**src/rtl/core/tcp_socket_pair_table_unit_macros.svh**
```systemverilog
// Assertion macros for the connection table block
`ifndef TCP_SOCKET_PAIR_TABLE_UNIT_MACROS_SVH
`define TCP_SOCKET_PAIR_TABLE_UNIT_MACROS_SVH

// same-cycle implication
`define TSPT_ASSERT_IMP(lbl, ante, cons) \
    lbl: assert property (@(posedge i_clk) disable iff (!i_rst_n) (ante) |-> (cons)) \
        else $error("tspt: assertion failed");

// next-cycle implication
`define TSPT_ASSERT_NXT(lbl, ante, cons) \
    lbl: assert property (@(posedge i_clk) disable iff (!i_rst_n) (ante) |=> (cons)) \
        else $error("tspt: assertion failed");

`endif

```
**src/rtl/core/tspt_pkg.sv**
```systemverilog
// Types, codes and defaults shared by the connection table modules
package tspt_pkg;

    localparam int unsigned TABLE_DEPTH_DEF = 64;
    localparam int unsigned PORT_SPAN_DEF   = 4096;

    localparam logic [15:0] EPH_FIRST_RST = 16'd1024;
    localparam logic [15:0] EPH_END_RST   = 16'd5000;
    localparam logic [6:0]  CNT_MAX       = 7'd127;

    localparam logic [2:0] OP_LOOKUP = 3'd0;
    localparam logic [2:0] OP_ADD    = 3'd1;
    localparam logic [2:0] OP_UPDATE = 3'd2;
    localparam logic [2:0] OP_REMOVE = 3'd3;
    localparam logic [2:0] OP_ALLOC  = 3'd4;

    localparam logic [2:0] RS_OK        = 3'd0;
    localparam logic [2:0] RS_NOT_FOUND = 3'd1;
    localparam logic [2:0] RS_IN_USE    = 3'd2;
    localparam logic [2:0] RS_FULL      = 3'd3;
    localparam logic [2:0] RS_EXHAUSTED = 3'd4;
    localparam logic [2:0] RS_NO_HANDLE = 3'd5;

    localparam logic CFG_EPH_FIRST = 1'b0;
    localparam logic CFG_EPH_END   = 1'b1;

    typedef struct packed {
        logic [2:0]  opcode;
        logic [31:0] local_addr;
        logic [31:0] remote_addr;
        logic [15:0] local_port;
        logic [15:0] remote_port;
        logic        remote_port_any;
        logic [15:0] conn_handle;
    } t_req;

    typedef struct packed {
        logic [2:0]  status;
        logic [15:0] found_handle;
        logic [1:0]  match_level;
        logic [15:0] port_out;
    } t_rsp;

    typedef struct packed {
        logic [31:0] local_addr;
        logic [31:0] remote_addr;
        logic [15:0] local_port;
        logic [15:0] remote_port;
        logic        remote_any;
        logic [15:0] handle;
    } t_entry;

    typedef enum logic [3:0] {
        ST_CLEAR,
        ST_IDLE,
        ST_DISPATCH,
        ST_SCAN1,
        ST_EVAL1,
        ST_SCAN2,
        ST_EVAL2,
        ST_WRITE,
        ST_CNT_RD,
        ST_CNT_WR,
        ST_ALLOC_RD,
        ST_ALLOC_CHK,
        ST_RESP
    } t_state;

    typedef struct packed {
        logic       accept;
        logic       scan_start;
        logic       pass2;
        logic       scan_run;
        logic       ent_write;
        logic       clr_run;
        logic       cnt_rd;
        logic       cnt_wr;
        logic       alloc_init;
        logic       alloc_rd;
        logic       alloc_step;
        logic       alloc_take;
        logic       load_out;
        logic [2:0] rsp_status;
    } t_cmd;

    typedef struct packed {
        logic       clr_done;
        logic       scan_done;
        logic       lk_hit;
        logic       dup_hit;
        logic       free_hit;
        logic       h_hit;
        logic       span_zero;
        logic       alloc_zero;
        logic       alloc_last;
        logic [2:0] op;
    } t_sts;

endpackage

```
**src/rtl/core/tspt_ctrl.sv**
```systemverilog
// Sequencing state machine for the connection table
module tspt_ctrl (
    input  logic            i_clk,
    input  logic            i_rst_n,
    input  logic            i_in_valid,
    output logic            o_in_ready,
    output logic            o_out_valid,
    input  logic            i_out_ready,
    output tspt_pkg::t_cmd  o_cmd,
    input  tspt_pkg::t_sts  i_sts
);
    import tspt_pkg::*;

    t_state     r_state, n_state;
    logic [2:0] r_status, n_status;
    logic       r_out_vld, n_out_vld;
    logic       out_free;

    assign out_free    = !r_out_vld || i_out_ready;
    assign o_in_ready  = (r_state == ST_IDLE);
    assign o_out_valid = r_out_vld;

    always_ff @(posedge i_clk) begin
        if (!i_rst_n) begin
            r_state   <= ST_CLEAR;
            r_status  <= RS_OK;
            r_out_vld <= 1'b0;
        end else begin
            r_state   <= n_state;
            r_status  <= n_status;
            r_out_vld <= n_out_vld;
        end
    end

    always_comb begin
        n_state  = r_state;
        n_status = r_status;
        case (r_state)
            ST_CLEAR: begin
                if (i_sts.clr_done) n_state = ST_IDLE;
            end
            ST_IDLE: begin
                if (i_in_valid) n_state = ST_DISPATCH;
            end
            ST_DISPATCH: begin
                case (i_sts.op)
                    OP_LOOKUP, OP_ADD, OP_UPDATE, OP_REMOVE: n_state = ST_SCAN1;
                    OP_ALLOC: begin
                        if (i_sts.span_zero) begin
                            n_status = RS_EXHAUSTED;
                            n_state  = ST_RESP;
                        end else begin
                            n_state = ST_ALLOC_RD;
                        end
                    end
                    default: begin
                        n_status = RS_NOT_FOUND;
                        n_state  = ST_RESP;
                    end
                endcase
            end
            ST_SCAN1: begin
                if (i_sts.scan_done) n_state = ST_EVAL1;
            end
            ST_EVAL1: begin
                case (i_sts.op)
                    OP_LOOKUP: begin
                        n_status = i_sts.lk_hit ? RS_OK : RS_NOT_FOUND;
                        n_state  = ST_RESP;
                    end
                    OP_ADD: begin
                        if (i_sts.dup_hit) begin
                            n_status = RS_IN_USE;
                            n_state  = ST_RESP;
                        end else if (!i_sts.free_hit) begin
                            n_status = RS_FULL;
                            n_state  = ST_RESP;
                        end else begin
                            n_status = RS_OK;
                            n_state  = ST_WRITE;
                        end
                    end
                    OP_UPDATE: begin
                        if (!i_sts.h_hit) begin
                            n_status = RS_NO_HANDLE;
                            n_state  = ST_RESP;
                        end else begin
                            n_state = ST_SCAN2;
                        end
                    end
                    OP_REMOVE: begin
                        if (!i_sts.h_hit) begin
                            n_status = RS_NO_HANDLE;
                            n_state  = ST_RESP;
                        end else begin
                            n_status = RS_OK;
                            n_state  = ST_WRITE;
                        end
                    end
                    default: begin
                        n_status = RS_NOT_FOUND;
                        n_state  = ST_RESP;
                    end
                endcase
            end
            ST_SCAN2: begin
                if (i_sts.scan_done) n_state = ST_EVAL2;
            end
            ST_EVAL2: begin
                if (i_sts.dup_hit) begin
                    n_status = RS_IN_USE;
                    n_state  = ST_RESP;
                end else begin
                    n_status = RS_OK;
                    n_state  = ST_WRITE;
                end
            end
            ST_WRITE: begin
                n_state = (i_sts.op == OP_UPDATE) ? ST_RESP : ST_CNT_RD;
            end
            ST_CNT_RD: n_state = ST_CNT_WR;
            ST_CNT_WR: n_state = ST_RESP;
            ST_ALLOC_RD: n_state = ST_ALLOC_CHK;
            ST_ALLOC_CHK: begin
                if (i_sts.alloc_zero) begin
                    n_status = RS_OK;
                    n_state  = ST_RESP;
                end else if (i_sts.alloc_last) begin
                    n_status = RS_EXHAUSTED;
                    n_state  = ST_RESP;
                end else begin
                    n_state = ST_ALLOC_RD;
                end
            end
            ST_RESP: begin
                if (out_free) n_state = ST_IDLE;
            end
            default: n_state = ST_CLEAR;
        endcase
    end

    always_comb begin
        o_cmd            = '0;
        o_cmd.rsp_status = r_status;
        case (r_state)
            ST_CLEAR: o_cmd.clr_run = 1'b1;
            ST_IDLE:  o_cmd.accept  = i_in_valid;
            ST_DISPATCH: begin
                o_cmd.scan_start = (i_sts.op == OP_LOOKUP) || (i_sts.op == OP_ADD) ||
                                   (i_sts.op == OP_UPDATE) || (i_sts.op == OP_REMOVE);
                o_cmd.alloc_init = (i_sts.op == OP_ALLOC);
            end
            ST_SCAN1, ST_SCAN2: o_cmd.scan_run = 1'b1;
            ST_EVAL1: begin
                o_cmd.scan_start = (i_sts.op == OP_UPDATE) && i_sts.h_hit;
                o_cmd.pass2      = 1'b1;
            end
            ST_WRITE:    o_cmd.ent_write = 1'b1;
            ST_CNT_RD:   o_cmd.cnt_rd    = 1'b1;
            ST_CNT_WR:   o_cmd.cnt_wr    = 1'b1;
            ST_ALLOC_RD: o_cmd.alloc_rd  = 1'b1;
            ST_ALLOC_CHK: begin
                o_cmd.alloc_take = i_sts.alloc_zero;
                o_cmd.alloc_step = !i_sts.alloc_zero && !i_sts.alloc_last;
            end
            ST_RESP: o_cmd.load_out = out_free;
            default: o_cmd = '0;
        endcase
    end

    always_comb begin
        if (o_cmd.load_out) n_out_vld = 1'b1;
        else if (i_out_ready) n_out_vld = 1'b0;
        else n_out_vld = r_out_vld;
    end

endmodule

```
**config.mk**
```make
export PLATFORM = sky130hd
export DESIGN_NAME = tspt_ctrl
export DESIGN_NICKNAME = d
export VERILOG_FILES = /design/src/rtl/core/tcp_socket_pair_table_unit_macros.svh /design/src/rtl/core/tspt_pkg.sv /design/src/rtl/core/tspt_ctrl.sv
export SDC_FILE = /design/constraint.sdc
export NUM_CORES = 1
export LEC_CHECK = 0
export BUFFER_PORTS_ARGS = -buffer_cell sky130_fd_sc_hd__clkbuf_2
export CORE_ASPECT_RATIO = 0.9
export CORE_MARGIN = 5
export CORE_UTILIZATION = 53
export DETAILED_ROUTE_END_ITERATION = 8
export GPL_TIMING_DRIVEN = 0
export MAX_ROUTING_LAYER = met4
export PLACE_DENSITY_LB_ADDON = 0.15
export REMOVE_ABC_BUFFERS = 1
export SYNTH_ARGS = -nofsm -noshare
export SYNTH_HDL_FRONTEND = slang
export SYNTH_SLANG_ARGS = --single-unit
```
**constraint.sdc**
```tcl
create_clock -name i_clk -period 4.3 [get_ports i_clk]
set_clock_uncertainty 0.2 [all_clocks]
set_input_delay 0.86 -clock i_clk [delete_from_list [all_inputs] [get_ports i_clk]]
set_output_delay 0.86 -clock i_clk [all_outputs]
set_load 0.05 [all_outputs]
```
## Yosys cells after proc, flatten, opt, wreduce, memory -nomap -nowiden

Cells that the tools add are included.

| operators by class | value |
|---|---|
| eq/ne operators | 25 |
| muxes and demuxes | 44 |
| reduce and logical (&&, ||, !) cells | 18 |

Operators with widths:

| operator | number |
|---|---|
| $pmux W4 S13 | 1 |
| $mux W4 | 10 |
| $mux W3 | 10 |
| $pmux W3 S4 | 2 |
| $eq A4 B4 Y1 const B | 5 |
| $eq A4 B3 Y1 const B | 4 |
| $mux W1 | 13 |
| $ne A2 B2 Y1 const B | 6 |
| $pmux W4 S3 | 1 |
| $reduce_or A12 Y1 | 1 |
| $reduce_and A5 Y1 | 2 |
| $ne A3 B3 Y1 const B | 3 |
| $eq A4 B2 Y1 const B | 2 |
| $mux W2 | 4 |
| $pmux W4 S2 | 1 |
| $eq A3 B2 Y1 const B | 2 |
| $pmux W3 S2 | 1 |
| $eq A4 B1 Y1 const B | 1 |
| $logic_not A4 Y1 | 1 |
| $logic_or A1 B1 Y1 | 4 |
| $reduce_bool A4 Y1 | 1 |
| $reduce_or A4 Y1 | 1 |
| $eq A3 B1 Y1 const B | 1 |
| $eq A3 B3 Y1 const B | 1 |
| 6 further kinds | 9 |

| word-level totals | value |
|---|---|
| register bits | 8 |
| input port bits | 16 |
| output and inout port bits | 18 |

## Logic depth before layout (Yosys ltp)

Gate-level depths: netlist of the first run.

| logic depth | value |
|---|---|
| depth in word-level cells | 5 |
| mapped depth | 6 |
| depth with buffers taken out | 5 |

## Worst setup path before layout of the first run

OpenSTA, ideal clock, no wires.

| timing path | value |
|---|---|
| path kind | input port to output port |
| start point | in i_sts[1] (netlist name) |
| end point | out o_cmd[7] (netlist name) |
| arrival time | 2.167 ns |
| data required time | 3.240 ns |
| path slack | 1.073 ns |
| cell stages on the path | 3 |
| buffers on the path | 1 |
| path through | clkbuf_1 or3b_2 nor2_1 |

RTL lines:

| item | line | source |
|---|---|---|
| start, declared | tspt_ctrl.sv:10 | `input tspt_pkg::t_sts i_sts` |
| end, declared | tspt_ctrl.sv:9 | `output tspt_pkg::t_cmd o_cmd,` |

==> flow_summary.yaml, run 1 <==
run_status:
  status: "finished, final reports clean"
hold_path:
  hold-path-endpoint: "r_status[1]"
  min_path_type: "reg -> reg"
  min-delay-start: "r_status[1]"
  whs_path_depth: 2
cts:
  clock-sinks: 8
  clock_latency_ns: 0.25
  clock_tree.root_cell: "clkbuf_4"
  cts_resized: 0
  cts_tree: "built"
  clk_path_buf_depth: 2
  post_cts_buffers: 0
  cts_max_level: 1
  cts_inserted_buffers: 3
  clk_pin_slew_ns: 0.05
  cts_hold_buf: 0
yosys:
  ys.flop_type: "dfxtp_1"
  ys_types: 51
  avgSynthCellArea_um2: 7.24
  synthArstFlopShare_pct: 0
  yosysWarnings: 0
  synth-edff-count: 0
  synthTopCellsByCount: "nor2_1, nand2_1, clkbuf_1, dfxtp_1, nand2b_1"
  synth_seq_area_share_pct: 16.8
  syn-instance-count: 132
  synth_top_area_share_pct: 16.8
  ys_ff_latch: 8
  synth_top_cell_by_area: "dfxtp_1"
  netlist_area_um2: 956
  synth.area.top_cells: "dfxtp_1, nand2b_1, nor2_1"
  yosysMostFrequentCell: "nor2_1"
setup_path:
  reg2reg_depth: 4
  required_ns: 3.24
  startpoint_type: "register"
  r2r_end: "r_status[2]"
  crit_fanout: 21
  worstPathArrival_ns: 2.31
  worstSetupPathType: "reg -> out"
  reg2reg_slack_ns: 1.95
  cp-end-kind: "output pin"
  reg2reg_from: "r_state[2]"
power:
  p_leak_nw: 0.465
  p_comb_share_pct: 60.8
  power_density_mw_per_mm2: 452
  power.internal_w: 0.000229
  seqPwrFrac_pct: 28.3
  clock_power_share_pct: 10.9
  p_switching_w: 0.000271
  max-vdd-ir-drop_uv: 318
  switching_share_pct: 54.3
placed_design:
  numPortBuffers: 33
  place_congestion: 0.919
  hpwl_um: 1940
  dp.cells: 175
route:
  dr.pass1.iters: 4
  vias: 1076
  drt_wl_total_um: 2550
  wl_per_cell_um: 14.3
  drcViolationCount: 0
  first_iter_violations: 27
  ant_nets: 0
  viasPerCell: 6.04
timing:
  slew_headroom_pct: 59.3
  worst_pin_slew_ns: 0.610
  setup_tns_ns: 0
  fmax_mhz: 296
  setup_viol: 0
  period_minus_slack_ns: 3.37
  slew_viol_final: 0
  rsz0062_at_grt: "false"
  min_period_over_period_pct: 78.5
  finalHoldViolations: 0
global_routing:
  grt_antenna_before_repair: 0
  grt_pass1_wl_um: 4310
  grt_overflow: 0
  grt_pass1_vias: 965
  track_usage_pct: 21.0
  grt_max_degree: 22
cells_and_area:
  fin_cells: 178
  antennaDiodeCount: 0
  finalNetCount: 172
  final_layout_size_suffix_gt1_share_pct: 28.6
  layout-area-overhead-vs-synth_pct: 15.7
die:
  dieHeight_um: 50.3
  die_w_um: 54.8
  core_area_mm2: 0.00170
  pin_count: 34
  rows: 14
  die-area_mm2: 0.00275
  initial_core_util_pct: 56.3
job:
  maxCapViolations: 0
sequential cells by signal, indices dropped and copies added, names as in the netlist:
register / cells
r_status: 3
r_state: 4
o_out_valid: 1
power groups by stage:
stage / Clock (W) / Combinational [W] / Sequential [W]
floorplan: 0 / 0.000242 / 0.000125
global placement: 0 / 0.000297 / 0.000138
detailed placement: 0 / 0.000303 / 0.000140
CTS: 0.0000576 / 0.000303 / 0.000139
global route: 0.0000635 / 0.000328 / 0.000147
finish: 0.0000547 / 0.000304 / 0.000141
worst max-delay path, cell delays in order (launching register included):
cell and delay [ns]:
dfxtp_1 0.69, or4b_1 0.62, o32a_1 0.43, inv_1 0.07
clkbuf_2 0.26
routing by layer:
metal / vias up / part of all wire, % / global-route usage [%]
met2: 49 / 45 / 29.9
li1: 535 / - / -
met3: 0 / 8.1 / 3.25
met5: - / 0 / -
met1: 492 / 47 / 29.6
met4: 0 / 0 / 7.05
worst max-delay path by stage:
stage	startpoint	endpoint	slack, ns
floorplan	i_out_ready	o_cmd[3]	0.82
CTS	r_state[2]	o_cmd[14]	0.95
detailed placement	i_sts[2]	o_cmd[14]	1.22
global route	r_state[2]	o_cmd[14]	0.80
finish	r_state[2]	o_cmd[14]	0.93
global placement	i_sts[2]	o_cmd[14]	1.23
kinds of logic (layout without fill, tap and decap cells):
kind of cell    count (synthesis)  after routing  share of synthesized area, %
flops                           8              8                          16.8
buf+inv                        20             42                          9.42
compound gates                 34             34                          28.0
mux                             2              2                          2.09
simple gates                   68             68                          43.7
stage by stage:
step	setup slack (ns)	cell area (µm²)	hold WS (ns)	utilization [%]	power [W]
finish	0.926	1110	0.248	65.1	0.000500
global route	0.805	1110	0.284	65.1	0.000538
CTS	0.951	1110	0.251	65.1	0.000500
detailed placement	1.22	1080	0.244	63.8	0.000443
global placement	1.23	1080	0.232	63.8	0.000435
floorplan	0.821	888	0.225	-	0.000367
cell type report:
cell class / count / area [µm²]
multi-input combinational: 104 / 706
fill: 173 / 593
tap: 24 / 30.0
sequential: 8 / 160
inverter: 6 / 22.5
timing repair buffer: 33 / 165
clock buffer: 3 / 22.5
cells in the final DEF (no fill, tap or decap), drive strengths merged, types with 2 or more instances in the layout:
cell type  instances
nand3b             3
clkbuf            36
or4b               2
or3b               2
o311ai             2
o21ai              3
inv                6
a31oi              2
nor2b              2
nand2b             8
or4bb              2
nor3b              3
and3               2
a21oi              4
or2                2
o2bb2ai            2
a2111oi            2
a2bb2oi            2
dfxtp              8
nor4b              3
o32a               2
nor2              12
nor3               4
nor4               4
a211oi             3
and2               6
nand2              9
mux2i              2
Note: power is estimated with default switching activity, not from simulation.
==> inputs of run 2 (changes only) <==
--- a/config.mk
+++ b/config.mk
@@ -8,7 +8,7 @@
 export BUFFER_PORTS_ARGS = -buffer_cell sky130_fd_sc_hd__clkbuf_2
 export CORE_ASPECT_RATIO = 0.9
 export CORE_MARGIN = 5
-export CORE_UTILIZATION = 53
+export CORE_UTILIZATION = 49
 export DETAILED_ROUTE_END_ITERATION = 8
 export GPL_TIMING_DRIVEN = 0
 export MAX_ROUTING_LAYER = met4
==> constraint.sdc (replaced) <==
create_clock -name i_clk -period 3.4 [get_ports i_clk]
set_clock_uncertainty 0.2 [all_clocks]
set_input_delay 0.68 -clock i_clk [delete_from_list [all_inputs] [get_ports i_clk]]
set_output_delay 0.68 -clock i_clk [all_outputs]
set_load 0.05 [all_outputs]
==> run 2 against run 1 <==
Net effect:
- largest cell class unchanged
- core utilization decreased by 6.7 points
- sequential cell count unchanged
- routed wire length is 2.8% higher
- combinational power grew 27%
- setup slack worse by 0.73 ns
- sequential power rose by 26%
- largest power group unchanged
- die area grew 6.6%
- clock power grew 37%
==> flow_summary.yaml, run 2 (synthesized netlist as in run 1, its figures left out) <==
setup_path:
  crit_start: "r_state[2]"
  reg2reg_depth: 4
  cp-end-kind: "output pin"
  crit_fanout: 21
  r2r_end: "r_status[2]"
  required_ns: 2.52
  reg2reg_slack_ns: 1.05
  worstSetupPathType: "reg -> out"
  worstPathArrival_ns: 2.33
  endpoint: "o_cmd[14]"
  reg2reg_from: "r_state[2]"
  startpoint_type: "register"
cts:
  clk_path_buf_depth: 2
  cts_resized: 0
  clock_latency_ns: 0.26
  cts_inserted_buffers: 3
  clk_pin_slew_ns: 0.06
  clock_tree.root_cell: "clkbuf_4"
  cts_tree: "built"
  clock-sinks: 8
  post_cts_buffers: 0
  cts_hold_buf: 0
  cts_max_level: 1
power:
  switching_share_pct: 54.7
  p_leak_nw: 0.465
  seqPwrFrac_pct: 27.9
  max-vdd-ir-drop_uv: 388
  p_comb_share_pct: 60.3
  power_density_mw_per_mm2: 577
  p_switching_w: 0.000349
  clock_power_share_pct: 11.7
  power.internal_w: 0.000289
die:
  dieHeight_um: 51.9
  core_area_mm2: 0.00190
  rows: 15
  die_w_um: 56.6
  initial_core_util_pct: 50.4
  pin_count: 34
  die-area_mm2: 0.00294
placed_design:
  numPortBuffers: 33
  placed_area_mm2: 0.00108
  place_congestion: 0.850
  dp.cells: 176
  hpwl_um: 1960
timing:
  finalHoldViolations: 0
  slew_viol_final: 0
  setup_tns_ns: 0
  fmax_mhz: 312
  worst_pin_slew_ns: 0.599
  rsz0062_at_grt: "false"
  setup_viol: 0
  min_period_over_period_pct: 94.4
  period_minus_slack_ns: 3.21
  slew_headroom_pct: 60.0
route:
  wl_per_cell_um: 14.6
  top_layer: "met3"
  drt-met1-wl_um: 1170
  dr_wl_met3_um: 208
  drt_wl_total_um: 2620
  drcViolationCount: 0
  ant_nets: 0
  first_iter_violations: 50
  viasPerCell: 5.98
  dr_wl_met2_um: 1240
  vias: 1070
  dr.pass1.iters: 4
run_status:
  status: "finished, final reports clean"
hold_path:
  min_path_type: "reg -> reg"
global_routing:
  grt_max_degree: 22
  grt_antenna_before_repair: 0
  track_usage_pct: 19.5
  grt_overflow: 0
  grt_pass1_vias: 1008
  grt_pass1_wl_um: 4480
cells_and_area:
  layout_commonest_cell: "clkbuf_2"
  finalNetCount: 172
  most-common-layout-cells: "clkbuf_2, nor2_1, nand2_1"
  layout-area-overhead-vs-synth_pct: 15.8
  fin_cells: 179
  top_register: "r_state"
  largest_reg_flops: 4
  antennaDiodeCount: 0
  fin_area_mm2: 0.00111
  final_layout_size_suffix_gt1_share_pct: 28.6
job:
  maxCapViolations: 0
-- run 2: cell counts in the layout (fill, tap and decap cells not counted) --
No cell type changed its count.
-- run 2: how the worst min path moves through the flow --
stage                     cells past startpoint  slack (ns)     endpoint        start
after floorplan                               2        0.22  r_status[1]  r_status[1]
after global placement                        2        0.24  r_status[1]  r_status[1]
after detailed placement                      2        0.24  r_status[1]  r_status[1]
after CTS                                     2        0.25  r_status[1]  r_status[1]
after global routing                          2        0.28  r_status[1]  r_status[1]
final                                         2        0.24  r_status[1]  r_status[1]
-- run 2: stage by stage --
stage | hold WS, ns | power, W | utilization, % | setup slack [ns]
finish | 0.241 | 0.000639 | 58.4 | 0.192
CTS | 0.246 | 0.000636 | 58.4 | 0.229
global placement | 0.239 | 0.000553 | 57.2 | 0.502
global route | 0.275 | 0.000684 | 58.4 | 0.0624
detailed placement | 0.238 | 0.000561 | 57.2 | 0.509
floorplan | 0.225 | 0.000464 | - | 0.281
-- run 2: critical path, cell delays in order (launching register included) --
cell	delay, ns
dfxtp_1	0.69
or4b_1	0.60
o32a_1	0.44
inv_1	0.07
clkbuf_2	0.27
-- run 2: layout make-up --
class,count,area (µm²)
Clock buffer,3,22.5
Tap cell,25,31.3
Inverter,6,22.5
Timing Repair Buffer,33,165
Sequential cell,8,160
Multi-Input combinational cell,104,706
Fill cell,179,788
-- run 2: routing by layer --
layer / GRT usage [%] / up-vias
li1: - / 541
met5: - / -
met1: 26.0 / 480
met4: 5.14 / 0
met3: 4.22 / 0
met2: 30.0 / 49
-- run 2: power groups by stage --
stage | combinational [W] | clock (W) | sequential (W)
2_1_floorplan | 0.000306 | 0 | 0.000158
5_1_grt | 0.000415 | 0.0000823 | 0.000187
6_report | 0.000385 | 0.0000749 | 0.000178
4_1_cts | 0.000384 | 0.0000757 | 0.000176
3_5_place_dp | 0.000383 | 0 | 0.000178
3_3_place_gp | 0.000377 | 0 | 0.000176
==> inputs of run 3 (changes only) <==
--- a/config.mk
+++ b/config.mk
@@ -5,10 +5,11 @@
 export SDC_FILE = /design/constraint.sdc
 export NUM_CORES = 1
 export LEC_CHECK = 0
+export ABC_AREA = 1
 export BUFFER_PORTS_ARGS = -buffer_cell sky130_fd_sc_hd__clkbuf_2
 export CORE_ASPECT_RATIO = 0.9
 export CORE_MARGIN = 5
-export CORE_UTILIZATION = 49
+export CORE_UTILIZATION = 47
 export DETAILED_ROUTE_END_ITERATION = 8
 export GPL_TIMING_DRIVEN = 0
 export MAX_ROUTING_LAYER = met4
==> run 3 against run 2 <==
Net effect:
- synthesized area down 13%
- design area down 5.6%
- clock-buffer cell count is the same
- die area fell by 7.4%
- first-iteration DRC count fell by 54%
- sequential cell count did not move
- non-clock buffer count unchanged
- highest routed layer unchanged
==> flow_summary.yaml, run 3 <==
placed_design:
  place_congestion: 0.882
  placed_area_mm2: 0.00102
  numPortBuffers: 33
  hpwl_um: 1920
cts:
  cts_hold_buf: 0
  cts_tree: "built"
  post_cts_buffers: 0
  clk_path_buf_depth: 2
  clock-sinks: 8
  cts_resized: 0
  clock_latency_ns: 0.25
  cts_inserted_buffers: 3
  cts_max_level: 1
  clock_tree.root_cell: "clkbuf_4"
  clk_pin_slew_ns: 0.05
power:
  clock_power_share_pct: 10.2
  max-vdd-ir-drop_uv: 512
  p_comb_share_pct: 68.3
  switching_share_pct: 59.1
  total_power_w: 0.000695
  seqPwrFrac_pct: 21.5
  p_leak_nw: 0.633
  p_switching_w: 0.000411
  power.internal_w: 0.000284
  power_density_mw_per_mm2: 665
route:
  first_iter_violations: 23
  drt_wl_total_um: 2210
  vias: 1058
  viasPerCell: 4.77
  dr_wl_met3_um: 183
  drt-met1-wl_um: 1040
  ant_nets: 0
  top_layer: "met3"
  wl_per_cell_um: 9.97
  dr.pass1.iters: 4
  dr_wl_met2_um: 989
  drcViolationCount: 0
job:
  maxCapViolations: 0
die:
  dieHeight_um: 50.0
  pin_count: 34
  core_area_mm2: 0.00168
  die_w_um: 54.4
  die-area_mm2: 0.00272
  initial_core_util_pct: 49.6
  rows: 14
cells_and_area:
  fill_cells: 179
  layout_commonest_cell: "nand2_1"
  layout-area-overhead-vs-synth_pct: 25.2
  antennaDiodeCount: 0
  most-common-layout-cells: "nand2_1, nor2_1, clkbuf_2"
  fin_area_mm2: 0.00104
  final_util_pct: 62.1
  largest_reg_flops: 4
  top_register: "r_state"
  final_layout_size_suffix_gt1_share_pct: 24.2
  finalNetCount: 216
setup_path:
  worstSetupPathType: "in -> out"
  crit_buf_inv: 4
  cp_slowest_cell: "clkbuf_2"
  cp-end-kind: "output pin"
  worstPathArrival_ns: 1.73
  cpPeakStageDelay_ns: 0.26
  crit_family: "buffers and inverters"
  crit_fanout: 5
  required_ns: 2.52
  path_cells: "clkbuf_2 > inv_1 > nand2_1 > nor2_1 > nand2_1 > nor2_1 > nor2_2 > inv_1 > clkbuf_2"
  startpoint_type: "input port"
timing:
  min_period_over_period_pct: 76.6
  whs_ns: 0.260
  worst_pin_slew_ns: 0.427
  slew_viol_final: 0
  setup_tns_ns: 0
  setup_viol: 0
  fmax_mhz: 384
  slew_headroom_pct: 71.4
  rsz0062_at_grt: "false"
  period_minus_slack_ns: 2.61
  finalHoldViolations: 0
yosys:
  synth_top_area_share_pct: 20.7
  ys_types: 21
  synth_seq_area_share_pct: 19.2
  ys_ff_latch: 8
  yosysMostFrequentCell: "nand2_1"
  synth_top_cell_by_area: "nand2_1"
  netlist_area_um2: 835
  synth-edff-count: 0
  synthTopCellsByCount: "nand2_1, nor2_1, inv_1"
  synth.area.top_cells: "nand2_1, dfxtp_1, nor2_1"
  avgSynthCellArea_um2: 5.12
  syn-instance-count: 163
  yosysWarnings: 0
  synthArstFlopShare_pct: 0
  ys.flop_type: "dfxtp_1"
global_routing:
  grt_max_degree: 9
  grt_overflow: 0
  grt_pass1_vias: 861
  track_usage_pct: 17.8
  grt_antenna_before_repair: 0
  grt_pass1_wl_um: 3560
run_status:
  status: "finished, final reports clean"
hold_path:
  min_path_type: "reg -> reg"
run 3: routing by layer:
metal | global-route usage [%] | vias up
met2 | 26.7 | 36
li1 | - | 572
met3 | 5.42 | 0
met1 | 24.2 | 450
met5 | - | -
met4 | 1.24 | 0
run 3: worst paths after layout:
kind | from | cells past startpoint | endpoint | slack [ns]
hold / removal | r_status[1] | 2 | r_status[1] | 0.26
setup / recovery | i_sts[2] | 9 | o_cmd[14] | 0.79
setup reg to reg | r_state[3] | 8 | r_status[2] | 1.72
hold reg to reg | r_status[1] | 2 | r_status[1] | 0.26
run 3: layout make-up:
type,instances,area [µm²],area share (%)
clock buffer,3,22.5,2.16
inverter,31,118,11.3
multi-input combinational,123,549,52.6
sequential,8,160,15.3
tap,24,30.0,2.87
timing repair buffer,33,165,15.8
run 3: kinds of logic after synthesis:
kind of cell / share of synthesized area, %
simple gates: 56.7
buf+inv: 15.0
compound gates: 9.15
flops: 19.2
run 3: power by group through the flow:
stage	logic (W)	registers [W]	clock network [W]
after floorplan	0.000377	0.000144	0
after global placement	0.000467	0.000149	0
after detailed placement	0.000475	0.000150	0
after CTS	0.000477	0.000149	0.0000738
after global routing	0.000525	0.000153	0.0000845
final	0.000475	0.000149	0.0000707
run 3: tightest hold or removal path, cell delays in order, from the launching register on:
cell and delay [ns]:
dfxtp_1 0.30, nand2_1 0.06, a21oi_1 0.05
run 3: per-stage QoR:
stage          setup WS [ns]  instances
2_1_floorplan          0.639        162
6_report               0.794        222
3_5_place_dp           0.803        219
5_1_grt                0.617        222
4_1_cts                0.802        222
3_3_place_gp           0.780        219
